--- config.mk ---
export PLATFORM = sky130hd
export DESIGN_NAME = wcin_back
export DESIGN_NICKNAME = d
export VERILOG_FILES = /design/src/rtl/weighted_column_inv_norm_macros.svh /design/src/rtl/wcin_pkg.sv /design/src/rtl/wcin_back.sv
export SDC_FILE = /design/constraint.sdc
export NUM_CORES = 1
export LEC_CHECK = 0
export ABC_AREA = 1
export BUFFER_PORTS_ARGS = -buffer_cell sky130_fd_sc_hd__buf_2
export CELL_PAD_IN_SITES_DETAIL_PLACEMENT = 1
export CELL_PAD_IN_SITES_GLOBAL_PLACEMENT = 2
export CORE_MARGIN = 2
export CORE_UTILIZATION = 32
export DETAILED_ROUTE_END_ITERATION = 8
export PLACE_DENSITY_LB_ADDON = 0.1
export SETUP_SLACK_MARGIN = 0.4
export SYNTH_ARGS = -nofsm -noshare
export SYNTH_HDL_FRONTEND = slang
export SYNTH_SLANG_ARGS = --single-unit
--- constraint.sdc ---
create_clock -name clk -period 6.8 [get_ports clk]
set_input_delay 1.36 -clock clk [delete_from_list [all_inputs] [get_ports clk]]
set_output_delay 1.36 -clock clk [all_outputs]
set_load 0.03 [all_outputs]
--- src/rtl/weighted_column_inv_norm_macros.svh ---
// Assertion macros for the weighted column inverse norm block.
`ifndef WEIGHTED_COLUMN_INV_NORM_MACROS_SVH
`define WEIGHTED_COLUMN_INV_NORM_MACROS_SVH
`ifndef ASSERT_OFF
`define WCIN_ASSERT_IMP(lbl, ante, cons) \
  lbl: assert property (@(posedge clk) disable iff (rst) (ante) |-> (cons)) \
    else $error("implication check failed");
`define WCIN_ASSERT_NEXT(lbl, ante, cons) \
  lbl: assert property (@(posedge clk) disable iff (rst) (ante) |=> (cons)) \
    else $error("next-cycle check failed");
`else
`define WCIN_ASSERT_IMP(lbl, ante, cons)
`define WCIN_ASSERT_NEXT(lbl, ante, cons)
`endif
`endif

--- src/rtl/wcin_pkg.sv ---
// Shared types and constants for the weighted column inverse norm block.
`timescale 1ns / 1ps
package wcin_pkg;
  localparam int SUM_W = 64;
  localparam int RES_W = 32;
  typedef logic [SUM_W-1:0] sum_t;
  typedef logic [RES_W-1:0] res_t;
  localparam res_t RES_MAX = '1;
endpackage

--- src/rtl/wcin_back.sv ---
// Back end: 2^64 / sum by restoring division, then integer square root.
`timescale 1ns / 1ps
module wcin_back
  import wcin_pkg::*;
(
  input  logic clk,
  input  logic rst,
  input  logic q_valid,
  input  sum_t q_data,
  output logic pop,
  output logic out_valid,
  input  logic out_ready,
  output res_t inv_norm,
  output logic saturated
);
  localparam logic [1:0] ST_IDLE = 2'd0;
  localparam logic [1:0] ST_DIV  = 2'd1;
  localparam logic [1:0] ST_SQRT = 2'd2;
  localparam logic [1:0] ST_OUT  = 2'd3;

  logic [1:0]  state;
  logic [5:0]  cnt;
  sum_t        rem, den, quo, rad, root, bitv;
  logic [64:0] rem2;
  logic        ge;
  sum_t        quo_next, trial, root_next;
  logic        take;

  assign pop       = (state == ST_IDLE) && q_valid;
  assign out_valid = (state == ST_OUT);
  assign rem2      = {rem, 1'b0};
  assign ge        = rem2 >= {1'b0, den};
  assign quo_next  = {quo[SUM_W-2:0], ge};
  assign trial     = root + bitv;
  assign take      = rad >= trial;
  assign root_next = take ? ((root >> 1) + bitv) : (root >> 1);

  always_ff @(posedge clk) begin
    if (rst) begin
      state <= ST_IDLE;
    end else begin
      case (state)
        ST_IDLE: if (q_valid) state <= (q_data <= sum_t'(1)) ? ST_OUT : ST_DIV;
        ST_DIV:  if (cnt == 6'd63) state <= ST_SQRT;
        ST_SQRT: if (cnt == 6'd31) state <= ST_OUT;
        ST_OUT:  if (out_ready) state <= ST_IDLE;
        default: state <= ST_IDLE;
      endcase
    end
  end

  always_ff @(posedge clk) begin
    case (state)
      ST_IDLE: begin
        cnt       <= '0;
        rem       <= sum_t'(1);
        den       <= q_data;
        quo       <= '0;
        inv_norm  <= RES_MAX;
        saturated <= 1'b1;
      end
      ST_DIV: begin
        rem <= ge ? 64'(rem2 - {1'b0, den}) : rem2[63:0];
        quo <= quo_next;
        cnt <= (cnt == 6'd63) ? 6'd0 : cnt + 6'd1;
        if (cnt == 6'd63) begin
          rad  <= quo_next;
          root <= '0;
          bitv <= sum_t'(1) << 62;
        end
      end
      ST_SQRT: begin
        if (take) rad <= rad - trial;
        root <= root_next;
        bitv <= bitv >> 2;
        cnt  <= cnt + 6'd1;
        if (cnt == 6'd31) begin
          inv_norm  <= root_next[RES_W-1:0];
          saturated <= 1'b0;
        end
      end
      default: ;
    endcase
  end
endmodule

==> impl_metrics.env <==
export IMPL_yosys_warnings=0
export IMPL_fin_worst_skew_ns=0.0258
export IMPL_worstPathMaxFanout=35
export IMPL_drtIter0Drc=2180
export IMPL_post_route_drc_count=0
export IMPL_setup_violations=0
export IMPL_syn_instance_count=5685
export IMPL_reg2reg_from="root[22]"
export IMPL_start_util=0.322
export IMPL_final_cell_mix="nand2_1, inv_1, nor2_1, edfxtp_1, nand3_1"
export IMPL_grt_overflow=0
export IMPL_tightest_slew_ns=1.07
export IMPL_final_common_cell="nand2_1"
export IMPL_grt_max_degree=128
export IMPL_syn_area_sq_mm=0.0361
export IMPL_required_ns=7.31
export IMPL_area_delta_synth_final_pct=10.7
export IMPL_hp_start="quo[30]"
export IMPL_cts_setup_buffers=0
export IMPL_cts_root_buf="clkbuf_16"
export IMPL_synth_seq_cells=392
export IMPL_routabilityCongestion=0.921
export IMPL_dp_slack_ns=1.10
export IMPL_vias=35700
export IMPL_io_buffer_count=102
export IMPL_final_nets=6039
export IMPL_critPathLaunch="root[22]"
export IMPL_cts_resized=0
export IMPL_slew_violations=0
export IMPL_wl_per_cell_um=21.1
export IMPL_finalWorstPathRequiredPeriod_ns=5.85
export IMPL_die_width_um=340
export IMPL_fin_cells=7311
export IMPL_core_sq_mm=0.112
export IMPL_viasPerCell=4.88
export IMPL_arrival_ns=6.36
export IMPL_worst_setup_path_start_kind="flip-flop"
export IMPL_drtPass1Iterations=7
export IMPL_synth_edf_count=390
export IMPL_clk_latency_ns=0.67
export IMPL_syn_area_per_cell_sq_um=6.35
export IMPL_max_cap_violations=0
export IMPL_synthesis_nets=5955
export IMPL_pin_count=103
export IMPL_die_h_um=340
export IMPL_period_share=0.861
export IMPL_track_usage=0.262
export IMPL_postSynth_asyncResetShare=0
export IMPL_cts_max_level=2
export IMPL_max_slew_margin=0.287
export IMPL_seq_area_frac_synth=0.325
export IMPL_grt_pass1_wl_um=229000
export IMPL_hold_class="flip-flop to flip-flop"
export IMPL_rsz0062_at_grt="false"
export IMPL_cts_buffer_depth=3
export IMPL_status="finished clean"
export IMPL_ant_nets=0
export IMPL_crit_type="flip-flop to flip-flop"
export IMPL_synth_cell_types=50
export IMPL_cts_hold_buf=0
export IMPL_fin_tns_setup_ns=0
export IMPL_fmax_mhz=171
export IMPL_hold_ws_ns=0.537
export IMPL_clk_pin_slew_ns=0.06
export IMPL_hold_viol=0
export IMPL_final_layout_size_suffix_gt1_frac=0.0458
export IMPL_placedCellCount=7214
export IMPL_numCtsBuffers=53
export IMPL_dp_hpwl_um=127000
export IMPL_core_rowCount=123
export IMPL_cts_tree="built"
export IMPL_grt_pass1_vias=36500
export IMPL_yosys_most_used_dff="edfxtp_1"
export IMPL_routed_wl_um=154000
export IMPL_crit_path_end_kind="flip-flop"
export IMPL_antenna_found_initial=0
export IMPL_die_area_sq_mm=0.116
export IMPL_clock_sinks=392
export IMPL_finalWorstSetupSlack_ns=0.946
==> synth_stat cells, types with 3 or more instances <==
master | count | area (sq um)
a211oi_1 | 3 | 22.5
a21o_1 | 5 | 37.5
a21oi_1 | 236 | 1180
and2_1 | 10 | 62.6
and3_1 | 3 | 18.8
buf_1 | 4 | 15.0
buf_2 | 17 | 85.1
buf_4 | 9 | 67.6
buf_6 | 7 | 78.8
clkbuf_1 | 54 | 203
edfxtp_1 | 390 | 11700
ha_1 | 200 | 2500
inv_1 | 1077 | 4040
inv_2 | 15 | 56.3
nand2_1 | 2115 | 7940
nand2_2 | 13 | 81.3
nand3_1 | 367 | 1840
nand3_2 | 3 | 30.0
nand3b_1 | 62 | 465
nand4_1 | 54 | 338
nor2_1 | 578 | 2170
nor2_2 | 9 | 56.3
nor2_4 | 5 | 56.3
nor3_1 | 53 | 265
nor4_1 | 22 | 138
o21a_1 | 6 | 45.0
o21ai_0 | 152 | 761
o21ai_1 | 12 | 60.1
o21bai_1 | 24 | 180
o22ai_1 | 3 | 18.8
or2_2 | 6 | 37.5
xnor2_1 | 74 | 648
xor2_1 | 75 | 657
==> per-layer routing <==
layer / GRT usage / part of all wire / vias to the layer above
li1: - / - / 17900
met1: 0.330 / 0.44 / 16900
met2: 0.473 / 0.50 / 599
met3: 0.0216 / 0.030 / 181
met4: 0.0808 / 0.032 / 0
met5: 0 / 0 / -
==> registers in the layout, indices dropped and copies added, names as in the netlist <==
register / flops
saturated: 1
den: 64
bitv: 32
inv_norm: 32
rem: 64
cnt: 6
root: 64
rad: 64
state: 2
quo: 63
==> area by class of cell <==
type / count / area (sq um)
flip-flops and latches: 392 / 11800
clock inverters: 36 / 373
multi-input cells: 4107 / 19800
well taps: 1500 / 1880
inverters: 1094 / 4110
diodes: 1 / 2.50
repair buffers: 121 / 678
clock buffers: 60 / 1350
fillers: 14700 / 72200
==> worst paths after layout <==
path,to,slack (ns),cells after the start
max,root[13],0.95,21
min,quo[31],0.54,2
max reg2reg,root[13],0.95,21
min reg2reg,quo[31],0.54,2
==> cell families (layout without fill, tap and decap cells) <==
logic type	count (synthesis)	count (layout)	synth area share
and+or+nand+nor	3308	3308	0.376
buffers and inverters	1186	1311	0.127
AOI/OAI and AO/OA	448	448	0.0653
DFF	392	392	0.325
adders and majority gates	202	202	0.0704
xor gates and xnor gates	149	149	0.0361
other	0	1	0
==> worst max-delay path: stages, from the launching register on <==
cell      delay [ns]
edfxtp_1        0.52
ha_1            0.44
nand2_1         0.11
o21ai_0         0.39
nand2_1         0.16
o21ai_0         0.47
a21oi_1         0.08
o21ai_1         0.41
xnor2_1         0.22
ha_1            0.41
nand2_1         0.14
nor2_1          0.27
nand2_1         0.21
nor2_1          0.19
nand4_1         0.21
nand3_2         0.16
nand2_2         0.09
nand2_4         0.08
buf_4           0.25
buf_4           0.51
nand2_1         0.17
a21oi_1         0.18
==> metrics by stage <==
stage | instance area (sq um) | util
5_1_grt | 40000 | 0.356
3_3_place_gp | 38300 | 0.341
3_5_place_dp | 38300 | 0.341
6_report | 40000 | 0.356
4_1_cts | 40000 | 0.356
2_1_floorplan | 36100 | -
Power is not shown: default switching activity piles up to over one toggle a cycle in this logic, so the estimate is an artifact.
