$ cat src/rtl/weighted_column_inv_norm_macros.svh
// Assertion macros for the weighted column inverse norm block.
`ifndef WEIGHTED_COLUMN_INV_NORM_MACROS_SVH
`define WEIGHTED_COLUMN_INV_NORM_MACROS_SVH
`ifndef ASSERT_OFF
`define WCIN_ASSERT_IMP(lbl, ante, cons) \
  lbl: assert property (@(posedge clk) disable iff (rst) (ante) |-> (cons)) \
    else $error("implication check failed");
`define WCIN_ASSERT_NEXT(lbl, ante, cons) \
  lbl: assert property (@(posedge clk) disable iff (rst) (ante) |=> (cons)) \
    else $error("next-cycle check failed");
`else
`define WCIN_ASSERT_IMP(lbl, ante, cons)
`define WCIN_ASSERT_NEXT(lbl, ante, cons)
`endif
`endif

$ cat src/rtl/wcin_pkg.sv
// Shared types and constants for the weighted column inverse norm block.
`timescale 1ns / 1ps
package wcin_pkg;
  localparam int SUM_W = 64;
  localparam int RES_W = 32;
  typedef logic [SUM_W-1:0] sum_t;
  typedef logic [RES_W-1:0] res_t;
  localparam res_t RES_MAX = '1;
endpackage

$ cat src/rtl/wcin_queue.sv
// Two-entry queue of column sums between front and back.
`timescale 1ns / 1ps
module wcin_queue
  import wcin_pkg::*;
(
  input  logic clk,
  input  logic rst,
  input  logic push,
  input  sum_t push_data,
  output logic full,
  input  logic pop,
  output logic not_empty,
  output sum_t pop_data
);
  sum_t       mem [2];
  logic       wr_ptr, rd_ptr;
  logic [1:0] count;

  assign full      = (count == 2'd2);
  assign not_empty = (count != 2'd0);
  assign pop_data  = mem[rd_ptr];

  always_ff @(posedge clk) begin
    if (rst) begin
      wr_ptr <= 1'b0;
      rd_ptr <= 1'b0;
      count  <= 2'd0;
    end else begin
      if (push) wr_ptr <= ~wr_ptr;
      if (pop) rd_ptr <= ~rd_ptr;
      count <= count + {1'b0, push} - {1'b0, pop};
    end
  end

  always_ff @(posedge clk) begin
    if (push) mem[wr_ptr] <= push_data;
  end
endmodule

$ cat config.mk
export PLATFORM = sky130hd
export DESIGN_NAME = wcin_queue
export DESIGN_NICKNAME = d
export VERILOG_FILES = /design/src/rtl/weighted_column_inv_norm_macros.svh /design/src/rtl/wcin_pkg.sv /design/src/rtl/wcin_queue.sv
export SDC_FILE = /design/constraint.sdc
export NUM_CORES = 1
export LEC_CHECK = 0
export CAP_MARGIN = 25
export CORE_MARGIN = 4
export CORE_UTILIZATION = 60
export CTS_CLUSTER_SIZE = 14
export DETAILED_ROUTE_END_ITERATION = 12
export DONT_BUFFER_PORTS = 1
export PLACE_DENSITY = 0.76
export SYNTH_ARGS = -nofsm -noshare
export SYNTH_HDL_FRONTEND = slang
export SYNTH_SLANG_ARGS = --single-unit
export TNS_END_PERCENT = 20
$ cat constraint.sdc
create_clock -name clk -period 7.2 [get_ports clk]
set_input_delay 0.72 -clock clk [delete_from_list [all_inputs] [get_ports clk]]
set_output_delay 0.72 -clock clk [all_outputs]
set_load 0.03 [all_outputs]
==> flow_summary.toml, run 1 <==
[hold_path]
hold_path.class = "primary input to flip-flop"
timing.hold.worst.start = "rst"

[yosys]
synthesis.instances = 220
synth-seq-cells = 133
synth_sequential_area_ratio_pct = 76.7
synth-warning-count = 0
netlist_area_mm2 = 0.00514
yosys.cell_types.count = 14
avgSynthCellArea_um2 = 23.4
syn-num-nets = 290

[clocking]
cts_tree = "yes"
cts-buffers-inserted = 17
clkLatencyLatePin_ns = 0.50
clock_sink_count = 133
clk_path_buf_depth = 2
clkTransAtPathRegs_ns = 0.05
cts-htree-levels = 4
cts-hold-fix-buffers = 0
cts_resized = 0
cts-root-buf = "sky130_fd_sc_hd__clkbuf_8"
post-cts-setup-buffer-count = 0

[timing]
timing.final.crit_share_pct = 42.0
rsz0062_at_grt = "no"
report.final.hold_viol_count = 0
skew_ns = 0.00690
remaining_max_slew_budget_at_the_tightest_pin_pct = 43.1
timing_worst_slew_pin_value_ns = 0.853
fmaxAchievable_ghz = 0.331
min_clock_period_post_route_ns = 3.02
drv_slew = 0
setup_tns_ns = 0
report.final.setup_viol = 0

[cells_and_area]
area_growth_syn_to_layout_pct = 11.4
final_nets = 305
post-route-cell-area_mm2 = 0.00573
drive_gt1_share_pct = 40.5
layoutNonFillerInstCount = 352
n_antenna_cell = 0

[floorplanning]
top_level_ports = 134
floorplan.die.height_um = 101
chipWidth_um = 101
fp.dieArea_mm2 = 0.0101
core_area_mm2 = 0.00826
initial_utilization_pct = 62.2
core_rows = 33

[routing]
drt-initial-drc-count = 81
number_of_vias_after_detailed_routing = 1966
routed_wl_mm = 7.54
firstDrtPassIters = 4
detail_route.vias_per_cell = 5.59
route.detailed.drc = 0
route.detailed.wl_per_inst_um = 21.4
antenna_violating_nets_post_route = 0

[grt]
antenna_found_initial = 0
grt_first_pass_wirelength_mm = 11.1
pin_count_of_the_biggest_net_entering_global_routing = 49
grt_pass1_vias = 2038
grt_residual_overflow = 0
grt_use_total_pct = 15.4

[worst_setup_path]
start_kind = "flip-flop"
timing.critical_path.fanout_max = 48
crit_required_ns = 6.48
critPathKind = "flip-flop to primary output"
worst-path-buf-inv = 1
critPathTopFamily = "buffers and inverters"
rr_startpoint = "wr_ptr"
setup.worst_path.end_class = "primary output"
arrival_ns = 2.30
cp_slowest_cell = "sky130_fd_sc_hd__buf_4"
cpPeakStageDelay_ns = 0.70
worstPathCellList = "buf_4 -> mux2_2"

[placed_design]
placedInstanceArea_mm2 = 0.00517
detailed_placement_hpwl_mm = 5.02
placed_cells_incl_taps = 321
place.port_buffers = 0
gp_routability_congestion = 0.700

[power_and_ir_drop]
pwr_density_cell_mw_per_mm2 = 338
cellLeakagePower_nw = 2.05
ir_drop_v = 0.000193

[run]
drv_cap = 0

[outcome]
outcome = "finished, final reports clean"
-- logic make-up (layout without fill, tap and decap cells) --
| family | after synthesis | count (layout) | synth area share, % |
|---|---|---|---|
| and+or+nand+nor | 9 | 9 | 0.901 |
| DFF | 133 | 133 | 76.7 |
| adders and majority gates | 2 | 2 | 0.487 |
| xor gates and xnor gates | 3 | 3 | 0.779 |
| buffers and inverters | 9 | 36 | 2.70 |
| muxes | 64 | 64 | 18.4 |
-- routing by layer --
layer / global-route usage [%] / wire length [µm] / up-vias
li1: - / - / 893
met1: 16.3 / 2640 / 986
met2: 25.2 / 4030 / 80
met3: 9.00 / 796 / 7
met4: 6.53 / 76 / 0
met5: 0 / 0 / -
-- area by class of cell --
class | count | area, µm²
multi-input cells | 78 | 1070
clock buffers | 18 | 418
inverters | 2 | 7.51
flip-flops and latches | 133 | 3950
repair buffers | 3 | 22.5
clock inverters | 13 | 135
well taps | 105 | 131
fillers | 503 | 2530
-- report_power, final --
| part | switching [mW] | internal, mW |
|---|---|---|
| logic | 0.145 | 0.0790 |
| clock network | 0.299 | 0.488 |
| registers | 0.0179 | 0.904 |
| total | 0.462 | 1.47 |
-- registers in the layout, summed over array words and instances (netlist names), named ones only --
name	cells
wr_ptr	1
count	2
mem	128
rd_ptr	1
-- per-stage QoR --
step                      utilization, %  power [mW]  setup slack, ns  hold WS [ns]
after floorplan                        -        1.15             3.17         0.480
after global placement              62.7        1.16             4.67         0.492
after detailed placement            62.7        1.17             4.67         0.504
after CTS                           69.4        1.95             4.12         0.257
after global routing                69.4        2.00             4.06         0.250
final                               69.4        1.93             4.18         0.278
-- synthesized netlist by cell type, drive strengths merged --
| cell | number | area, µm² |
|---|---|---|
| and2 | 1 | 6.26 |
| buf | 7 | 131 |
| dfxtp | 5 | 100 |
| edfxtp | 128 | 3840 |
| ha | 2 | 25.0 |
| inv | 2 | 7.51 |
| mux2 | 64 | 946 |
| nor2 | 4 | 15.0 |
| nor2b | 3 | 18.8 |
| or2 | 1 | 6.26 |
| xnor2 | 2 | 17.5 |
| xnor3 | 1 | 22.5 |
-- worst paths after layout --
kind                               endpoint  slack [ns]  depth (start not counted)
worst max-delay path            pop_data[2]        4.18                          2
worst min-delay path              flip-flop        0.28                          1
worst max register to register   mem[1][45]        5.23                          2
worst min register to register    flip-flop        0.52                          2
-- cell usage in the layout (no fill, tap or decap) --
cell type	netlist	routed
sky130_fd_sc_hd__clkinv_1	0	1
sky130_fd_sc_hd__clkinvlp_4	0	4
sky130_fd_sc_hd__buf_4	0	3
sky130_fd_sc_hd__xnor2_1	2	2
sky130_fd_sc_hd__or2_2	1	1
sky130_fd_sc_hd__xnor3_1	1	1
sky130_fd_sc_hd__nor2b_4	0	1
sky130_fd_sc_hd__bufinv_16	0	2
sky130_fd_sc_hd__and2_2	0	1
sky130_fd_sc_hd__mux2_2	4	4
sky130_fd_sc_hd__clkbuf_1	0	1
sky130_fd_sc_hd__clkbuf_8	0	1
sky130_fd_sc_hd__edfxtp_1	128	128
sky130_fd_sc_hd__clkbuf_16	0	16
sky130_fd_sc_hd__nor2b_1	3	2
sky130_fd_sc_hd__inv_1	2	2
sky130_fd_sc_hd__clkinv_4	0	2
sky130_fd_sc_hd__nor2_1	4	4
sky130_fd_sc_hd__dfxtp_4	0	1
sky130_fd_sc_hd__dfxtp_1	5	4
sky130_fd_sc_hd__inv_6	0	1
sky130_fd_sc_hd__clkinv_2	0	3
sky130_fd_sc_hd__ha_1	2	2
sky130_fd_sc_hd__mux2_4	60	60
Note: power is estimated with default switching activity, not from simulation.
==> inputs of run 2 (changes only) <==
Settings changed: CORE_UTILIZATION 60 to 56, PLACE_DENSITY 0.76 to 0.74.
Clock period 7.2 ns to 2.7 ns, I/O delays scaled along.
==> run 2 against run 1 <==
Compared with the run above: routed wire length up 17%; global-route usage up 1.5 points; clock-buffer cell count unchanged; die area up 6.6%; sequential cell count unchanged; final cell count up 21%; critical endpoint is now pop_data[26].
==> flow_summary.toml, run 2 (same netlist as run 1, synthesis figures left out) <==
[cells_and_area]
layout.cells.most_common_list = "128 x sky130_fd_sc_hd__edfxtp_1, 68 x sky130_fd_sc_hd__dlygate4sd3_1, 60 x sky130_fd_sc_hd__mux2_4"
final_nets = 377
drive_gt1_share_pct = 32.7
n_antenna_cell = 0
largest_register_ff_count = 128
reg_top3 = "mem x128, count x2"
largest-register = "mem"
fillerInstances = 492
multi_input_comb_area_mm2 = 0.00107
layoutNonFillerInstCount = 426
area_growth_syn_to_layout_pct = 27.9
mostFrequentLayoutCell = "sky130_fd_sc_hd__edfxtp_1"
seq_area_mm2 = 0.00395

[placed_design]
detailed_placement_hpwl_mm = 5.27
place.port_buffers = 0
gp_routability_congestion = 0.733
placed_cells_incl_taps = 328

[routing]
detail_route.vias_per_cell = 5.29
antenna_violating_nets_post_route = 0
drt-initial-drc-count = 64
route.detailed.drc = 0
route.detailed.wl_per_inst_um = 20.7
number_of_vias_after_detailed_routing = 2252
routed_wl_mm = 8.84
firstDrtPassIters = 4

[hold_path]
timing.hold.worst.start = "pop"
hold_path.class = "primary input to flip-flop"

[worst_setup_path]
cpPeakStageDelay_ns = 0.67
worst-path-buf-inv = 1
worstPathCellList = "buf_4 -> mux2_4"
start_kind = "flip-flop"
setup.worst_path.end_class = "primary output"
timing.critical_path.fanout_max = 29
critPathKind = "flip-flop to primary output"
rr_startpoint = "wr_ptr"
crit_required_ns = 2.43
cp_slowest_cell = "sky130_fd_sc_hd__dfxtp_4"
arrival_ns = 1.92
critPathTopFamily = "flip-flops"

[outcome]
outcome = "finished, final reports clean"

[grt]
grt_use_total_pct = 16.9
grt_pass1_vias = 2484
grt_residual_overflow = 0
pin_count_of_the_biggest_net_entering_global_routing = 44
antenna_found_initial = 0
grt_first_pass_wirelength_mm = 13.8

[timing]
min_clock_period_post_route_ns = 2.19
setup_tns_ns = 0
report.final.setup_viol = 0
timing.final.crit_share_pct = 81.1
skew_ns = 0.00399
fmaxAchievable_ghz = 0.457
timing_worst_slew_pin_value_ns = 0.632
remaining_max_slew_budget_at_the_tightest_pin_pct = 57.8
report.final.hold_viol_count = 0
drv_slew = 0
rsz0062_at_grt = "no"

[clocking]
cts-buffers-inserted = 17
post-cts-setup-buffer-count = 0
clkTransAtPathRegs_ns = 0.05
cts-root-buf = "sky130_fd_sc_hd__clkbuf_8"
clkLatencyLatePin_ns = 0.49
clk_path_buf_depth = 2
cts-hold-fix-buffers = 68
cts_tree = "yes"
cts-htree-levels = 4
cts_resized = 0
clock_sink_count = 133

[floorplanning]
initial_utilization_pct = 58.4
core_area_mm2 = 0.00881
core_rows = 34
floorplan.die.height_um = 104
fp.dieArea_mm2 = 0.0108
chipWidth_um = 104
top_level_ports = 134

[power_and_ir_drop]
pwr_density_cell_mw_per_mm2 = 873
cellLeakagePower_nw = 2.42
ir_drop_v = 0.000579
p_total_mw = 5.74

[run]
drv_cap = 0
-- run 2: cell count changes in the layout (fill, tap and decap cells not counted), sizes merged --
cell         previous run  this run
bufinv                  2         7
dlygate4sd3             0        68
buf                     3         7
clkinvlp                4         1
clkinv                  6         3
-- run 2: layout make-up --
class | instances | area share [%]
timing repair buffer | 75 | 11.3
tap | 108 | 2.06
clock inverter | 12 | 3.85
inverter | 2 | 0.114
clock buffer | 18 | 6.36
multi-input combinational | 78 | 16.2
sequential | 133 | 60.1
-- run 2: through the flow --
| stage | hold WS [ns] | util, % | setup WS (ns) | instance area (µm²) |
|---|---|---|---|---|
| global route | 0.185 | 74.6 | 0.407 | 6570 |
| global placement | 0.335 | 59.3 | 1.02 | 5220 |
| finish | 0.209 | 74.6 | 0.511 | 6570 |
| CTS | 0.177 | 74.6 | 0.476 | 6570 |
| floorplan | 0.342 | - | 0.272 | 5140 |
| detailed placement | 0.336 | 59.3 | 1.01 | 5220 |
-- run 2: final timing paths --
path,endpoint,slack (ns),depth (start not counted)
hold / removal,count[1],0.21,3
hold reg to reg,rd_ptr,0.54,2
setup / recovery,pop_data[26],0.51,2
setup reg to reg,mem[1][46],1.10,2
-- run 2: worst register-to-register path: stages (launching register included) --
cell and delay, ns:
sky130_fd_sc_hd__dfxtp_1 0.40, sky130_fd_sc_hd__and2_2 0.54, sky130_fd_sc_hd__buf_12 0.31
-- run 2: metal layers --
metal	track usage (%)	up-vias	part of all wire [%]
met3	7.77	6	7.5
met1	19.0	1118	38
met2	29.0	94	54
met4	4.94	0	0.63
li1	-	1034	-
met5	0	-	0
-- run 2: power by group --
group          total, mW  switching (mW)  internal (mW)
Sequential          2.47          0.0632           2.41
Clock               2.57           0.792           1.78
Combinational      0.700           0.414          0.285
==> inputs of run 3 (changes only) <==
Settings changed: CORE_UTILIZATION 56 to 60, PLACE_DENSITY 0.74 to 0.76.
Clock period 2.7 ns to 2.3 ns, I/O delays scaled along.
==> run 3 against run 2 <==
Compared with the run above: clock power is essentially flat; non-clock buffer count grew 2; worst hold slack lost 0.037 ns; sequential cell count is the same; sequential power grew 17%; cell area shrank 1.1%; setup slack lost 0.30 ns; largest power group is now sequential cells.
==> flow_summary.toml, run 3 (same netlist as run 1, synthesis figures left out) <==
[routing]
met3_wirelength_um = 772
met2_wirelength_from_detailed_routing_mm = 4.73
antenna_violating_nets_post_route = 0
m1WireLength_mm = 3.45
routed_wl_mm = 9.04
drt-initial-drc-count = 61
detail_route.vias_per_cell = 5.36
number_of_vias_after_detailed_routing = 2277
top_layer = "met4"
route.detailed.wl_per_inst_um = 21.3
route.detailed.drc = 0
firstDrtPassIters = 4

[timing]
min_clock_period_post_route_ns = 2.09
rsz0062_at_grt = "no"
skew_ns = 0.00660
remaining_max_slew_budget_at_the_tightest_pin_pct = 59.7
timing.final.crit_share_pct = 90.9
fmaxAchievable_ghz = 0.479
report.final.setup_viol = 0
report.final.hold_viol_count = 0
timing_worst_slew_pin_value_ns = 0.604
drv_slew = 0
setup_tns_ns = 0

[clocking]
clock_sink_count = 133
cts-htree-levels = 4
clk_path_buf_depth = 2
cts-root-buf = "sky130_fd_sc_hd__clkbuf_8"
clkLatencyLatePin_ns = 0.51
clkTransAtPathRegs_ns = 0.06
cts-buffers-inserted = 17
cts_tree = "yes"

[placed_design]
placed_cells_incl_taps = 327
place.port_buffers = 0
gp_routability_congestion = 0.689
detailed_placement_hpwl_mm = 5.44

[cells_and_area]
largest_register_ff_count = 128
reg_top3 = "mem x128, count x2"
layoutNonFillerInstCount = 425
drive_gt1_share_pct = 32.8
area_growth_syn_to_layout_pct = 26.4
largest-register = "mem"
finalCoreUtilization_pct = 78.7
mostFrequentLayoutCell = "sky130_fd_sc_hd__edfxtp_1"
layout.cells.most_common_list = "128 x sky130_fd_sc_hd__edfxtp_1, 68 x sky130_fd_sc_hd__dlygate4sd3_1, 60 x sky130_fd_sc_hd__mux2_4"
n_antenna_cell = 0
final_nets = 379

[hold_path]
hold_depth = 3
timing.hold.worst.start = "pop"
holdPathEnd = "count[1]"
hold_path.class = "primary input to flip-flop"

[worst_setup_path]
timing.critical_path.fanout_max = 26
critPathKind = "flip-flop to primary output"
setup.worst_path.end_class = "primary output"
capturing_point_of_the_worst_reg2reg_path = "mem[1][4]"
worst-r2r-cell-count = 2
crit_required_ns = 2.07
ff2ff_setup_slack_ns = 0.85
arrival_ns = 1.86
rr_startpoint = "wr_ptr"
start_kind = "flip-flop"

[power_and_ir_drop]
pwr_density_cell_mw_per_mm2 = 970
cellLeakagePower_nw = 2.38
p_total_mw = 6.30
ir_drop_v = 0.000716

[grt]
grt_use_total_pct = 19.1
antenna_found_initial = 0
grt_pass1_vias = 2513
grt_first_pass_wirelength_mm = 13.9
grt_residual_overflow = 0
pin_count_of_the_biggest_net_entering_global_routing = 36

[floorplanning]
fp.dieArea_mm2 = 0.0101
core_rows = 33
core_area_mm2 = 0.00826
chipWidth_um = 101
floorplan.die.height_um = 101
initial_utilization_pct = 62.2
top_level_ports = 134

[outcome]
outcome = "finished, final reports clean"

[run]
drv_cap = 0
## run 3: layout make-up
cell class / count / area [µm²]
Fill cell: 431 / 1760
Inverter: 2 / 7.51
Multi-Input combinational cell: 78 / 1070
Timing Repair Buffer: 77 / 773
Clock buffer: 17 / 414
Sequential cell: 133 / 3950
Tap cell: 105 / 131
Clock inverter: 13 / 159
## run 3: worst max-delay path: stages (launching register included)
cell,delay [ns]
sky130_fd_sc_hd__dfxtp_4,0.63
sky130_fd_sc_hd__buf_4,0.34
sky130_fd_sc_hd__mux2_4,0.38
## run 3: routing by layer
layer  track usage [%]  vias up
met4              7.46        0
met5                 0        -
met2              31.9      102
met1              21.6     1122
li1                  -     1046
met3              8.24        7
## run 3: power breakdown
part | internal, mW | total, mW | switching [mW]
combinational | 0.341 | 0.838 | 0.497
sequential | 2.83 | 2.90 | 0.0673
clock | 1.63 | 2.57 | 0.937
## run 3: worst max-delay path by stage
| stage | slack [ns] | cells past startpoint | to |
|---|---|---|---|
| global route | 0.13 | 2 | pop_data[37] |
| detailed placement | 0.71 | 2 | pop_data[42] |
| CTS | 0.15 | 2 | pop_data[42] |
| floorplan | -0.05 | 1 | mem[1][0] |
| finish | 0.21 | 2 | pop_data[8] |
| global placement | 0.72 | 2 | pop_data[8] |
## run 3: timing repair
item / CTS / global route
hold buffers: 68 / 0
endpoints found under the setup margin: 0 / 0
hold endpoints to repair: 133 / 0
setup buffers: 0 / 0
resized for setup: 0 / 0
## run 3: through the flow
stage                     worst slack (ns)  hold slack, ns  instance area, µm²
after floorplan                    -0.0495           0.302                5150
after global placement               0.725           0.295                5250
after detailed placement             0.713           0.295                5250
after CTS                            0.153           0.115                6500
after global routing                 0.128           0.180                6500
final                                0.210           0.172                6500
